`src/sv/bft_pkg.sv`:
```
// Shared types and constants for the Bloom filter test-or-set block.
`timescale 1ns / 1ps
package bft_pkg;
   localparam int MAX_FUNCS      = 9;
   localparam int MAX_KEY_WINDOW = 64;
   localparam int STORE_BITS     = 1048576;
   localparam int COEF_SLOTS     = MAX_FUNCS * MAX_KEY_WINDOW;
   localparam int COEF_AW        = $clog2(COEF_SLOTS);
   localparam int STORE_WORDS    = STORE_BITS / 32;
   localparam int STORE_AW       = $clog2(STORE_WORDS);
   localparam int BIT_IDX_W      = $clog2(STORE_BITS);
   localparam int FUNC_W         = $clog2(MAX_FUNCS);
   localparam int POS_W          = $clog2(MAX_KEY_WINDOW);

   // Request kinds
   localparam logic REQ_COEF = 1'b0;
   localparam logic REQ_KEY  = 1'b1;

   // Register indexes
   localparam logic [1:0] CSR_NUM_FUNCS  = 2'd0;
   localparam logic [1:0] CSR_KEY_WINDOW = 2'd1;
   localparam logic [1:0] CSR_MODULUS    = 2'd2;

   // Effective (clamped) configuration
   typedef struct packed {
      logic [3:0]  nf;
      logic [6:0]  w;
      logic [20:0] m;
   } cfg_type;

   // One queued request
   typedef struct packed {
      logic        is_key;
      logic [9:0]  coef_index;
      logic [31:0] coef_value;
      logic [7:0]  key_byte;
      logic        last;
      logic        do_set;
   } item_type;

   // Back-end status toward the top level
   typedef struct packed {
      logic clearing;
      logic loading;
   } eng_status_type;
endpackage

```
`src/sv/bft_front.sv`:
```
// Front end: accepts requests, drops out-of-range loads, queues the rest.
`timescale 1ns / 1ps
module bft_front import bft_pkg::*; (
   input  logic        clock,
   input  logic        reset,
   input  logic        hold,
   input  logic        req_push,
   output logic        req_full,
   input  logic        req_type,
   input  logic [9:0]  req_coef_index,
   input  logic [31:0] req_coef_value,
   input  logic [7:0]  req_key_byte,
   input  logic        req_last_byte,
   input  logic        req_do_set,
   output logic        item_valid,
   output item_type    item,
   input  logic        item_take
);
   item_type   entry_ff [2];
   logic       wr_ptr_ff, wr_ptr_in, rd_ptr_ff, rd_ptr_in;
   logic [1:0] count_ff, count_in;
   logic       accept, keep;

   assign req_full   = (count_ff == 2'd2) || hold;
   assign accept     = req_push && !req_full;
   // a load to a slot past the table does nothing
   assign keep       = (req_type == REQ_KEY) || (req_coef_index < 10'(COEF_SLOTS));
   assign item_valid = (count_ff != 2'd0);
   assign item       = entry_ff[rd_ptr_ff];

   always_comb begin
      wr_ptr_in = wr_ptr_ff;
      rd_ptr_in = rd_ptr_ff;
      count_in  = count_ff;
      if (accept && keep) begin
         wr_ptr_in = !wr_ptr_ff;
         count_in  = count_in + 2'd1;
      end
      if (item_take && item_valid) begin
         rd_ptr_in = !rd_ptr_ff;
         count_in  = count_in - 2'd1;
      end
   end

   always_ff @(posedge clock) begin
      if (reset) begin
         wr_ptr_ff <= 1'b0;
         rd_ptr_ff <= 1'b0;
         count_ff  <= 2'd0;
      end else begin
         wr_ptr_ff <= wr_ptr_in;
         rd_ptr_ff <= rd_ptr_in;
         count_ff  <= count_in;
      end
   end

   // payload storage
   always_ff @(posedge clock) begin
      if (accept && keep) begin
         entry_ff[wr_ptr_ff] <= '{is_key: req_type == REQ_KEY, coef_index: req_coef_index,
                                  coef_value: req_coef_value, key_byte: req_key_byte,
                                  last: req_last_byte, do_set: req_do_set};
      end
   end
endmodule

```
`config.mk`:
```
export PLATFORM = sky130hd
export DESIGN_NAME = bft_front
export DESIGN_NICKNAME = d
export VERILOG_FILES = /design/src/sv/bft_pkg.sv /design/src/sv/bft_front.sv
export SDC_FILE = /design/constraint.sdc
export NUM_CORES = 1
export LEC_CHECK = 0
export BUFFER_PORTS_ARGS = -buffer_cell sky130_fd_sc_hd__clkbuf_2
export CORE_ASPECT_RATIO = 1.5
export CORE_MARGIN = 2
export CORE_UTILIZATION = 37
export CTS_CLUSTER_SIZE = 14
export DETAILED_ROUTE_END_ITERATION = 10
export PLACE_DENSITY = 0.6
export SLEW_MARGIN = 25
export SYNTH_ARGS = -nofsm -noshare
export SYNTH_HDL_FRONTEND = slang
export SYNTH_SLANG_ARGS = --single-unit
```
`constraint.sdc`:
```
create_clock -name clock -period 11.4 [get_ports clock]
set_input_delay 0.57 -clock clock [delete_from_list [all_inputs] [get_ports clock]]
set_output_delay 0.57 -clock clock [all_outputs]
set_load 0.005 [all_outputs]
```
=== Yosys cells after proc, flatten, opt, wreduce, memory -nomap -nowiden ===
Memory sizes are Yosys's and may differ from the RTL's. A register that Yosys moved wholly into a read port is not among the register bits.
Cells that the tools add are included.

* Register bits: 4
* Memory bits (writable): 106
* Input port bits: 58
* Output and inout port bits: 55
* Logic and storage cells: 23
* Memories kept: 1

* $add $sub $neg: 2
* $lt $le $gt $ge: 1
* Eq/ne operators: 1
* Multiplexer cells: 6
* Reduce and logical (&&, ||, !) cells: 9

{| class="wikitable"
|+ Memory list
! memory !! depth !! width !! read ports !! clocked after Yosys merged registers in !! wr ports !! RTL line !! RTL
|-
| entry_ff || 2 || 53 || 1 || 1 || 1 || bft_front.sv:19 || <nowiki>item_type entry_ff [2];</nowiki>
|}

{| class="wikitable"
|+ Operators with widths
! cell !! count
|-
| < comparator 10 bit, second input constant || 1
|-
| 2-to-1 mux 1 bit || 4
|-
| 2-to-1 mux 2 bit || 2
|-
| logical AND 1 bit || 3
|-
| logical NOT 1 bit || 3
|-
| adder 2 x 1 -> 2 bit, second input constant || 1
|-
| == test 2 bit, second input constant || 1
|-
| logical OR 1 bit || 2
|-
| nonzero test 2 bit || 1
|-
| subtractor 2 x 1 -> 2 bit, second input constant || 1
|}

=== Longest topological paths before layout ===
Gate-level depths: netlist (run 1).

* Depth in word-level cells: 8
* Gate-level depth with buffers: 6
* Mapped depth without buffers: 6

=== Worst setup path before layout (run 1) ===
OpenSTA, ideal clock, no wires.

* Kind: input port to flip-flop
* Start: input port req_coef_index[8]
* End: memory entry_ff[0][0] (netlist name), enable pin
* Library setup time: 0.464 ns
* Data arrival time: 3.279 ns
* Required time: 10.936 ns
* Slack: 7.657 ns
* Stages on the path: 3
* Buffers on the path: 0
* Cell sequence: nor3_1 o311ai_4 nor2_1

* Cells in the longest elaborated chain, start to end: 5

{| class="wikitable"
|+ Ends and longest elaborated chain
! element !! RTL line !! RTL
|-
| start: declaration || bft_front.sv:10 || <nowiki>input logic [9:0] req_coef_index,</nowiki>
|-
| < comparator 10 bit || bft_front.sv:27 || <nowiki>assign keep = (req_type == REQ_KEY) || (req_coef_index < 10'(COEF_SLOTS));</nowiki>
|-
| logical OR 1 bit || bft_front.sv:27 ||
|-
| logical AND 1 bit || bft_front.sv:59 || <nowiki>if (accept && keep) begin</nowiki>
|-
| 2-to-1 mux 1 bit || bft_front.sv:59 ||
|-
| 2-to-1 mux 1 bit (implied by the code) || bft_front.sv:60 || <nowiki>entry_ff[wr_ptr_ff] <= '{is_key: req_type == REQ_KEY, coef_index: req_coef_index,</nowiki>
|-
| end: declaration || bft_front.sv:19 ||
|}

Every way passes these cells.

==> metrics.txt, run 1 <==
cell area power density between 150 and 200 nW/µm²; #FFs+latches synth approximately 110; Horiz. Die Dim ~90 µm; met2 global-route usage 0.230; total chip power roughly 1000 µW; CTS tree yes; Residual DRC 0; Crit path buffers/inverters 2; sw frac 0.239; Fin Setup TNS 0 ns; I/O pin count 113; Synth area leader edfxtp_1; met1 Use GR 0.127; Comb pwr share 0.203; Power Internal slightly below 800 µW; Syn Std Cell Area approximately 4100 µm²; Synthesis Warnings 0; met3 Usage GRT 0.0444; cell area after layout ~5200 µm²; first-pass GRT wire length about 11000 µm; Root Driver clkbuf_16; critical-path cell list buf_4, mux2_2, clkbuf_2; min Tclk post-route 2.58 ns; initial antenna violation count 0; clock share of power 0.316; sequential cell area between 3000 and 4000 µm²; worst hold path class primary input to flop; Post-CTS Resized 0; routability cong. approximately 0.67; dominant synthesized flop cell edfxtp_1; Avg Cell Area, Syn roughly 21 µm²; 1st-pass router iterations 4; Max Slew Vio Count 0; Reg clk slew, reported paths about 0.070 ns; top post-synthesis cells by count 106 x edfxtp_1, 53 x mux2_2, 8 x nor2_1; DR WL/cell approximately 16 µm; total gr overflow 0; share of post-route cells with drive strength above 1 0.579; outcome complete, no violations; area delta synth->final 26.0%; Crit path max-delay family buffers and inverters; H-tree levels 3; Leak approximately 0.0019 µW; Post CTS Setup Buffer Count 0; hold_buf cts 0; GRT Overall Usage 0.126; Die Height between 100 and 150 µm; top cell type's share of synthesized area 0.776; Max FO, Critical Path 37; Placed Area roughly 4900 µm²; Mapped Nets about 260; worst-skew pair later-pin latency approximately 0.34 ns; Final Net Count ~380; Vias 2142; ys async rst share 0; post-DP HPWL approximately 5000 µm; Unique masters post-synth 14; final hold viol count 0; DRC marker count from the first detailed-route iteration between 50 and 60; Flop pwr share 0.481; Starting Density 0.375; P_sw roughly 250 µW; largest stage delay on the critical path around 0.60 ns; CTS Buf Count 9; # fillers a little over 1000; Seq/Total Area, Yosys 0.800; Max Clock Freq ~390 MHz; Syn Inst Count between 150 and 200; CP required approximately 11 ns; Clock Sinks about 110; area of the multi-input gates between 700 and 800 µm²; critical path class flop to output port; via-per-instance ratio between 4 and 5; most frequent cell after synthesis edfxtp_1; Startpoint Class flop; CTS Buffer Depth 2; DIE AREA 12000 µm²; final worst slack roughly 8.8 ns; number of cell rows 47; RSZ-0062 raised after global routing no; slowest stage cell on the critical path dfxtp_2; final setup vio count 0; WP data arrival around 2 ns; Most Crowded Layer GR met2; vias in the first global route ~2300; n_diodes 0; CORE AREA approximately 11000 µm²; maximum vdd drop about 0.086 mV; Crit. End Element output port; final wirelength between 7000 and 8000 µm; EDFF count, synth 106; total of max-cap violations 0; pin count of the biggest net entering global routing 38; Detail Route Antenna Nets 0; pre-CTS setup slack slightly below 9 ns; synth top area cells edfxtp_1 78%, mux2_2 15%, dfxtp_1 2.4%; Slew @ Worst Pin around 0.67 ns; IO Port Bufs 112; Final period util 0.227; Layout Utilization 0.473; Worst Skew roughly 0.0052 ns; Rel. slew slack 0.551
cell type report:
class | instances | share of cell area
multi-input cells | 75 | 0.151
inverters | 6 | 0.00436
clock buffers | 10 | 0.0443
well taps | 147 | 0.0356
clock inverters | 6 | 0.0165
repair buffers | 115 | 0.113
flip-flops and latches | 111 | 0.635
cell usage in the layout, fill, tap and decap left out, drive strengths merged:
cell	netlist	final
clkbuf	0	122
edfxtp	106	106
mux2	53	53
nor2	8	8
inv	6	6
xnor2	6	6
dfxtp	5	5
buf	6	3
clkinv	0	3
ha	2	2
bufinv	0	2
nor3	1	1
o311ai	1	1
and2b	1	1
and2	1	1
nand3b	1	1
a211oi	1	1
clkinvlp	0	1
path summary, 6_finish.rpt:
check | from | slack [ns] | to | cells after the start
setup reg to reg | count_ff[0] | 8.84 | entry_ff[0][15] | 6
setup / recovery | flop | 8.82 | item[37] | 3
hold reg to reg | rd_ptr_ff | 0.52 | rd_ptr_ff | 2
hold / removal | req_coef_value[25] | 0.41 | entry_ff[0][35] | 1
worst reg2reg max path, stage by stage (launching register included):
cell and delay, ns:
dfxtp_1 0.37, inv_1 0.09, ha_1 0.21, nor2_1 0.22, o311ai_4 0.22, nor2_4 0.57
buf_4 0.52
power by group through the flow:
stage          sequential [µW]  clock (µW)  combinational, µW
3_5_place_dp               504           0                215
6_report                   494         325                209
5_1_grt                    498         348                227
3_3_place_gp               503           0                214
4_1_cts                    495         332                216
2_1_floorplan              494           0                136
state kept, by name (all words and copies together) (netlist names), named ones only:
signal	cells
rd_ptr_ff	1
wr_ptr_ff	1
entry_ff	106
count_ff	2
layer usage:
layer  vias up  part of all wire
met4         0             0.025
met5         -                 0
met1      1071              0.36
met2        57              0.56
li1       1002                 -
met3        12             0.048
kinds of logic after synthesis:
family	after synthesis	share of synthesized area
buf+inv	12	0.0128
compound gates	2	0.00824
simple gates	12	0.0140
mux	53	0.146
xor+xnor	6	0.0128
fa+ha+maj	2	0.00610
flops	111	0.800
through the flow:
step,instances,hold slack [ns]
6_report,470,0.415
5_1_grt,470,0.399
4_1_cts,470,0.398
3_5_place_dp,454,0.512
3_3_place_gp,454,0.501
2_1_floorplan,198,0.481
Power figures use the tool's default switching activity.
==> run 2: changes to the inputs <==
--- a/config.mk
+++ b/config.mk
@@ -5,13 +5,14 @@
 export SDC_FILE = /design/constraint.sdc
 export NUM_CORES = 1
 export LEC_CHECK = 0
+export ABC_AREA = 1
 export BUFFER_PORTS_ARGS = -buffer_cell sky130_fd_sc_hd__clkbuf_2
 export CORE_ASPECT_RATIO = 1.5
 export CORE_MARGIN = 2
 export CORE_UTILIZATION = 37
 export CTS_CLUSTER_SIZE = 14
 export DETAILED_ROUTE_END_ITERATION = 10
-export PLACE_DENSITY = 0.6
+export PLACE_DENSITY = 0.62
 export SLEW_MARGIN = 25
 export SYNTH_ARGS = -nofsm -noshare
 export SYNTH_HDL_FRONTEND = slang
==> constraint.sdc (replaced) <==
create_clock -name clock -period 2.1 [get_ports clock]
set_input_delay 0.105 -clock clock [delete_from_list [all_inputs] [get_ports clock]]
set_output_delay 0.105 -clock clock [all_outputs]
set_load 0.005 [all_outputs]
==> run 2 against run 1 <==
Cell count up 14%. Hold slack lost 0.32 ns. Sequential cell count unchanged. Area after synthesis increased by 0.31%. Sequential share of layout area decreased by 6.6 points. Largest power group unchanged.
==> metrics.txt, run 2 <==
Biggest register entry_ff; Vias 2364 (+10%); RSZ-0062 raised after global routing no; CTS tree yes; pin count of the biggest net entering global routing 34 (-11%); share of post-route cells with drive strength above 1 0.506 (-0.0726); final hold viol count 0 (unchanged); vias in the first global route 2541 (+13%); Root Driver clkbuf_16; DR WL/cell 14.5 µm (-7.7%); Final period util 0.832; Clock Sinks 111 (unchanged); DIE AREA 12000 µm² (+0.30%); IO Port Bufs 112 (unchanged); Crit. End Element flop; outcome complete, no violations; critical path class flop to flop; Max FO, Critical Path 21 (-43%); total of max-cap violations 0 (unchanged); via-per-instance ratio 4.39 (-3.6%); Max Clock Freq 572 MHz; Die Height 133 µm (+0.15%); routability cong. 0.734 (+9.7%); DRC marker count from the first detailed-route iteration 99 (+77%); EDFF count, synth 106 (unchanged); Residual DRC 0 (unchanged); Max Slew Vio Count 0 (unchanged); worst-skew pair later-pin latency 0.34 ns (about the same); final wirelength 7780 µm (+5.7%); H-tree levels 3 (unchanged); Reg clk slew, reported paths 0.07 ns (about the same); maximum vdd drop 0.479 mV (+460%); total chip power 5010 µW (+390%); CTS Buffer Depth 2 (unchanged); top cell type's share of synthesized area 0.774 (-0.00236); top flop regs entry_ff (106), count_ff (2); n_diodes 0 (unchanged); Synthesis Warnings 0 (unchanged); number of cell rows 47 (unchanged); Final Net Count 446 (+18%); CTS Buf Count 9 (unchanged); min Tclk post-route approximately 1.7 ns; top post-synthesis cells by count 106 x edfxtp_1, 53 x mux2_2, 9 x inv_1, 9 x nand2_1, 8 x nor2_1; Worst Skew 0.00621 ns (+0.000960 ns); 1st-pass router iterations 4 (unchanged); CP required 2.12 ns (-8.71 ns); Leak 0.00220 µW (+15%); I/O pin count 113 (unchanged); final setup vio count 0 (unchanged); cell area power density 868 nW/µm² (+340%); total gr overflow 0 (unchanged); Rel. slew slack 0.748 (+0.197); first-pass GRT wire length 12400 µm (+10%); initial antenna violation count 0 (unchanged); #FFs+latches synth 111 (unchanged); commonest non-fill, non-tap cell in the layout clkbuf_2; CORE AREA 10900 µm² (unchanged); area delta synth->final 40.3%; Mapped Nets 269 (+4.3%); Seq/Total Area, Yosys 0.798 (-0.00243); ys async rst share 0 (unchanged); synth top area cells edfxtp_1 77%, mux2_2 15%, dfxtp_1 2.4%; commonest cells after routing, fill and taps aside 112 x clkbuf_2, 106 x edfxtp_1, 54 x dlygate4sd3_1, 53 x mux2_2; GRT Overall Usage 0.135 (+0.00932); # fillers 973 (-5.7%); Horiz. Die Dim 90.1 µm (+0.14%); worst hold path class primary input to flop; Starting Density 0.376 (+0.00114); Detail Route Antenna Nets 0 (unchanged); most frequent cell after synthesis edfxtp_1; cell area after layout 5770 µm² (+12%); Synth area leader edfxtp_1; max FFs per register 106 (unchanged); Avg Cell Area, Syn 19.7 µm² (-5.0%); Post CTS Setup Buffer Count 0 (unchanged); Slew @ Worst Pin 0.378 ns (-0.294 ns); Post-CTS Resized 0 (unchanged); Fin Setup TNS 0 ns (unchanged); Unique masters post-synth 17 (+3); Startpoint Class flop; dominant synthesized flop cell edfxtp_1; Placed Area 4930 µm² (+1.5%); WP data arrival 1.77 ns (-0.24 ns); post-DP HPWL 5090 µm (+1.5%); Syn Inst Count 209 (+5.6%); Syn Std Cell Area 4110 µm² (+0.31%)
[run 2: cell count changes in the layout (fill, tap and decap cells not counted), moves of 2 or more]
cell / before / now
dlygate4sd3_1: 0 / 54
nand2_1: 0 / 9
xnor2_1: 6 / 0
inv_6: 0 / 3
a21oi_1: 0 / 2
buf_12: 0 / 2
inv_1: 6 / 8
nand2_2: 0 / 2
[run 2: per-layer routing]
metal | wire length (µm) | track usage
met2 | 4390 | 0.251
met1 | 2840 | 0.143
met3 | 349 | 0.0368
met5 | 0 | 0
met4 | 191 | 0.0581
[run 2: cells by family (layout without fill, tap and decap cells)]
logic type | after synthesis | count (layout) | synth area share
flip-flops | 111 | 111 | 0.798
multiplexers | 53 | 53 | 0.145
AND/OR/NAND/NOR | 25 | 25 | 0.0307
buffers and inverters | 15 | 197 | 0.0155
adder cells (fa/ha/maj) | 2 | 2 | 0.00608
AO/OA/AOI/OAI | 2 | 2 | 0.00243
XOR/XNOR | 1 | 1 | 0.00213
[run 2: timing repair]
item	CTS	global route
endpoints found under the setup margin	0	0
hold buffers	54	0
endpoints found under the hold margin	110	0
[run 2: worst paths after layout]
kind / startpoint / depth (start not counted) / slack, ns / end
setup / recovery: count_ff[0] / 6 / 0.35 / entry_ff[1][15]
hold / removal: item_take / 4 / 0.09 / count_ff[0]
setup reg to reg: count_ff[0] / 6 / 0.35 / entry_ff[1][15]
hold reg to reg: rd_ptr_ff / 2 / 0.51 / rd_ptr_ff
[run 2: layout make-up]
class | count | area, µm² | share of cell area
clock buffers | 9 | 225 | 0.0390
flip-flops and latches | 111 | 3290 | 0.569
clock inverters | 7 | 76.3 | 0.0132
multi-input cells | 83 | 795 | 0.138
well taps | 147 | 184 | 0.0319
repair buffers | 172 | 1170 | 0.203
inverters | 9 | 33.8 | 0.00585
[run 2: per-stage QoR]
stage / utilization / hold WS [ns] / instances / worst slack (ns)
final: 0.528 / 0.0903 / 538 / 0.352
after global routing: 0.528 / 0.127 / 538 / 0.249
after CTS: 0.528 / 0.0782 / 538 / 0.331
after detailed placement: 0.451 / 0.297 / 468 / 0.342
after global placement: 0.451 / 0.296 / 468 / 0.393
after floorplan: - / 0.167 / 209 / -0.0201
[run 2: worst max-delay path: stages, from the launching register on]
cell and delay (ns):
dfxtp_2 0.34, inv_2 0.06, ha_4 0.16, nor3_4 0.23, nand2_2 0.16, nor2_4 0.16
buf_4 0.30
[run 2: power by group]
part | switching, µW | internal [µW]
sequential | 26.2 | 2530
clock | 749 | 935
combinational | 350 | 417
==> run 3: changes to the inputs <==
==> constraint.sdc (replaced) <==
create_clock -name clock -period 1.5 [get_ports clock]
set_input_delay 0.075 -clock clock [delete_from_list [all_inputs] [get_ports clock]]
set_output_delay 0.075 -clock clock [all_outputs]
set_load 0.005 [all_outputs]
==> run 3 against run 2 <==
The run now ends with setup timing left. Clock-buffer cell count increased by 4. Non-clock buffer count up 11. Cell area rose by 6.4%. Sequential cell count unchanged. Global-route usage is 0.36 points higher. Die area unchanged. Setup slack got worse by 0.38 ns. Clock power is 24% higher. Hold slack lost 0.0095 ns. Via count increased by 2.7%. Total power grew 41%. Largest cell class unchanged.
==> metrics.txt, run 3 (synthesis results as in run 2) <==
outcome finished, violations left; failing checks setup timing; Max FO, Critical Path 12 (-43%); # fillers 896 (-7.9%); initial antenna violation count 0 (unchanged); max FFs per register 106 (unchanged); Crit. End Element output port; reg2reg end entry_ff[1][41]; placed cells 471 (+0.64%); DR WL/cell 15.4 µm (+6.8%); commonest non-fill, non-tap cell in the layout clkbuf_2; post-DP HPWL 5100 µm (+0.32%); CTS Buffer Depth 2 (unchanged); WP data arrival 1.45 ns (-0.32 ns); Vias 2429 (+2.7%); met1 Use GR 0.146 (+0.00329); total of max-cap violations 0 (unchanged); final worst slack -0.0229 ns (-0.375 ns); Hold Path End count_ff[0]; number of cell rows 47 (unchanged); Rel. slew slack 0.865 (+0.117); CP required 1.42 ns (-0.70 ns); 1st-pass router iterations 4 (unchanged); Detail Route Antenna Nets 0 (unchanged); IO Port Bufs 112 (unchanged); Max Clock Freq 657 MHz; area of the multi-input gates 991 µm² (+25%); critical path class flop to output port; largest stage delay on the critical path 0.44 ns (+0.10 ns); n_diodes 0 (unchanged); Startpoint Class flop; WHS Path Cells 4 (unchanged); Residual DRC 0 (unchanged); DIE AREA 12000 µm² (unchanged); Layout Utilization 0.561 (+0.0336); GRT Overall Usage 0.139 (+0.00360); RSZ-0062 raised after global routing yes; min Tclk post-route between 1.5 and 2 ns; final wirelength 8480 µm (+9.0%); H-tree levels 3 (unchanged); Reg clk slew, reported paths 0.06 ns (about the same); Placed Area 5000 µm² (+1.5%); CTS tree yes; met2 global-route usage 0.260 (+0.00919); slowest stage cell on the critical path dfxtp_4; worst-skew pair later-pin latency 0.34 ns (about the same); Biggest register entry_ff; Clock Sinks 111 (unchanged); area delta synth->final 49.2%; total gr overflow 0 (unchanged); CTS Buf Count 9 (unchanged); RR Startpoint count_ff[0]; final hold viol count 0 (unchanged); pin count of the biggest net entering global routing 28 (-18%); Crit path max-delay family flip-flops; Die Height 133 µm (unchanged); met3 Usage GRT 0.0339 (-0.00283); worst hold path class primary input to flop; cell area power density 1150 nW/µm² (+33%); Horiz. Die Dim 90.1 µm (unchanged); commonest cells after routing, fill and taps aside 112 x clkbuf_2, 106 x edfxtp_1, 54 x dlygate4sd3_1, 50 x mux2_4, 10 x clkbuf_16; sequential cell area 3290 µm² (about the same); Starting Density 0.376 (unchanged); Root Driver clkbuf_16; reg2reg setup slack -0.01 ns (-0.36 ns); Most Crowded Layer GR met2; I/O pin count 113 (unchanged); maximum vdd drop 0.569 mV (+19%); critical-path cell list clkbuf_16, mux2_2, clkbuf_2; Slew @ Worst Pin 0.201 ns (-0.176 ns); Crit path buffers/inverters 2 (unchanged); cell area after layout 6140 µm² (+6.4%); final setup vio count 31 (+31); CORE AREA 10900 µm² (unchanged); Worst Skew 0.00683 ns (+0.000621 ns); cells on worst reg2reg path 7 (+1); top flop regs entry_ff (106), count_ff (2); Worst Hold Launch item_take; Leak 0.00244 µW (+11%); share of post-route cells with drive strength above 1 0.512 (+0.00604); Final period util 1.02; routability cong. 0.746 (+1.7%); Max Slew Vio Count 0 (unchanged); Final Net Count 457 (+2.5%); via-per-instance ratio 4.42 (+0.69%); vias in the first global route 2617 (+3.0%); Non-Filler Instances 549 (+2.0%); first-pass GRT wire length 12600 µm (+1.9%); DRC marker count from the first detailed-route iteration 81 (-18%)
[run 3: how the worst max path moves through the flow]
stage,startpoint,cells after the start,end
after floorplan,count_ff[0],5,entry_ff[1][0]
after global placement,count_ff[0],6,entry_ff[1][14]
after detailed placement,count_ff[0],6,entry_ff[1][18]
after CTS,count_ff[0],7,entry_ff[1][15]
after global routing,flop,3,item[9]
final,flop,3,item[9]
[run 3: timing repair]
| item | CTS | global route |
|---|---|---|
| endpoints found under the hold margin | 110 | 0 |
| hold buffers | 54 | 0 |
| buffers inserted | 4 | 0 |
| cloned | 3 | 1 |
| setup endpoints to repair | 122 | 144 |
| gates resized for setup | 5 | 51 |
| pin swaps | 1 | 2 |
[run 3: cell type report]
cell class              count  share of cell area
inverters                   9             0.00550
flip-flops and latches    111               0.536
multi-input cells          83               0.161
clock inverters             3             0.00326
well taps                 147              0.0300
clock buffers              13              0.0391
repair buffers            183               0.225
[run 3: per-layer routing]
| metal | wire [µm] | up-vias |
|---|---|---|
| li1 | - | 1169 |
| met1 | 3310 | 1198 |
| met2 | 4740 | 53 |
| met3 | 284 | 9 |
| met4 | 145 | 0 |
| met5 | 0 | - |
[run 3: power breakdown]
part	leakage, µW	internal, µW	total [µW]	switching, µW
Combinational	0.00132	814	1370	561
Sequential	0.00101	3550	3610	59.9
Clock	0.000120	1130	2090	963
[run 3: worst reg2reg max path, cell delays in order, from the launching register on]
cell	delay [ns]
dfxtp_2	0.33
inv_2	0.05
ha_4	0.16
nor3_4	0.17
nand2_4	0.10
nor2_4	0.10
buf_4	0.16
buf_12	0.16
[run 3: through the flow]
| step | power, µW | worst slack [ns] | hold slack, ns | setup TNS (ns) |
|---|---|---|---|---|
| 5_1_grt | 7370 | -0.0819 | 0.0890 | -8.11 |
| 6_report | 7070 | -0.0229 | 0.0808 | -0.221 |
| 4_1_cts | 6960 | -0.0442 | 0.0631 | -3.29 |
| 2_1_floorplan | 4200 | -0.620 | 0.137 | -64.43 |
| 3_3_place_gp | 4680 | -0.0428 | 0.266 | -2.24 |
| 3_5_place_dp | 4690 | -0.0749 | 0.268 | -5.65 |
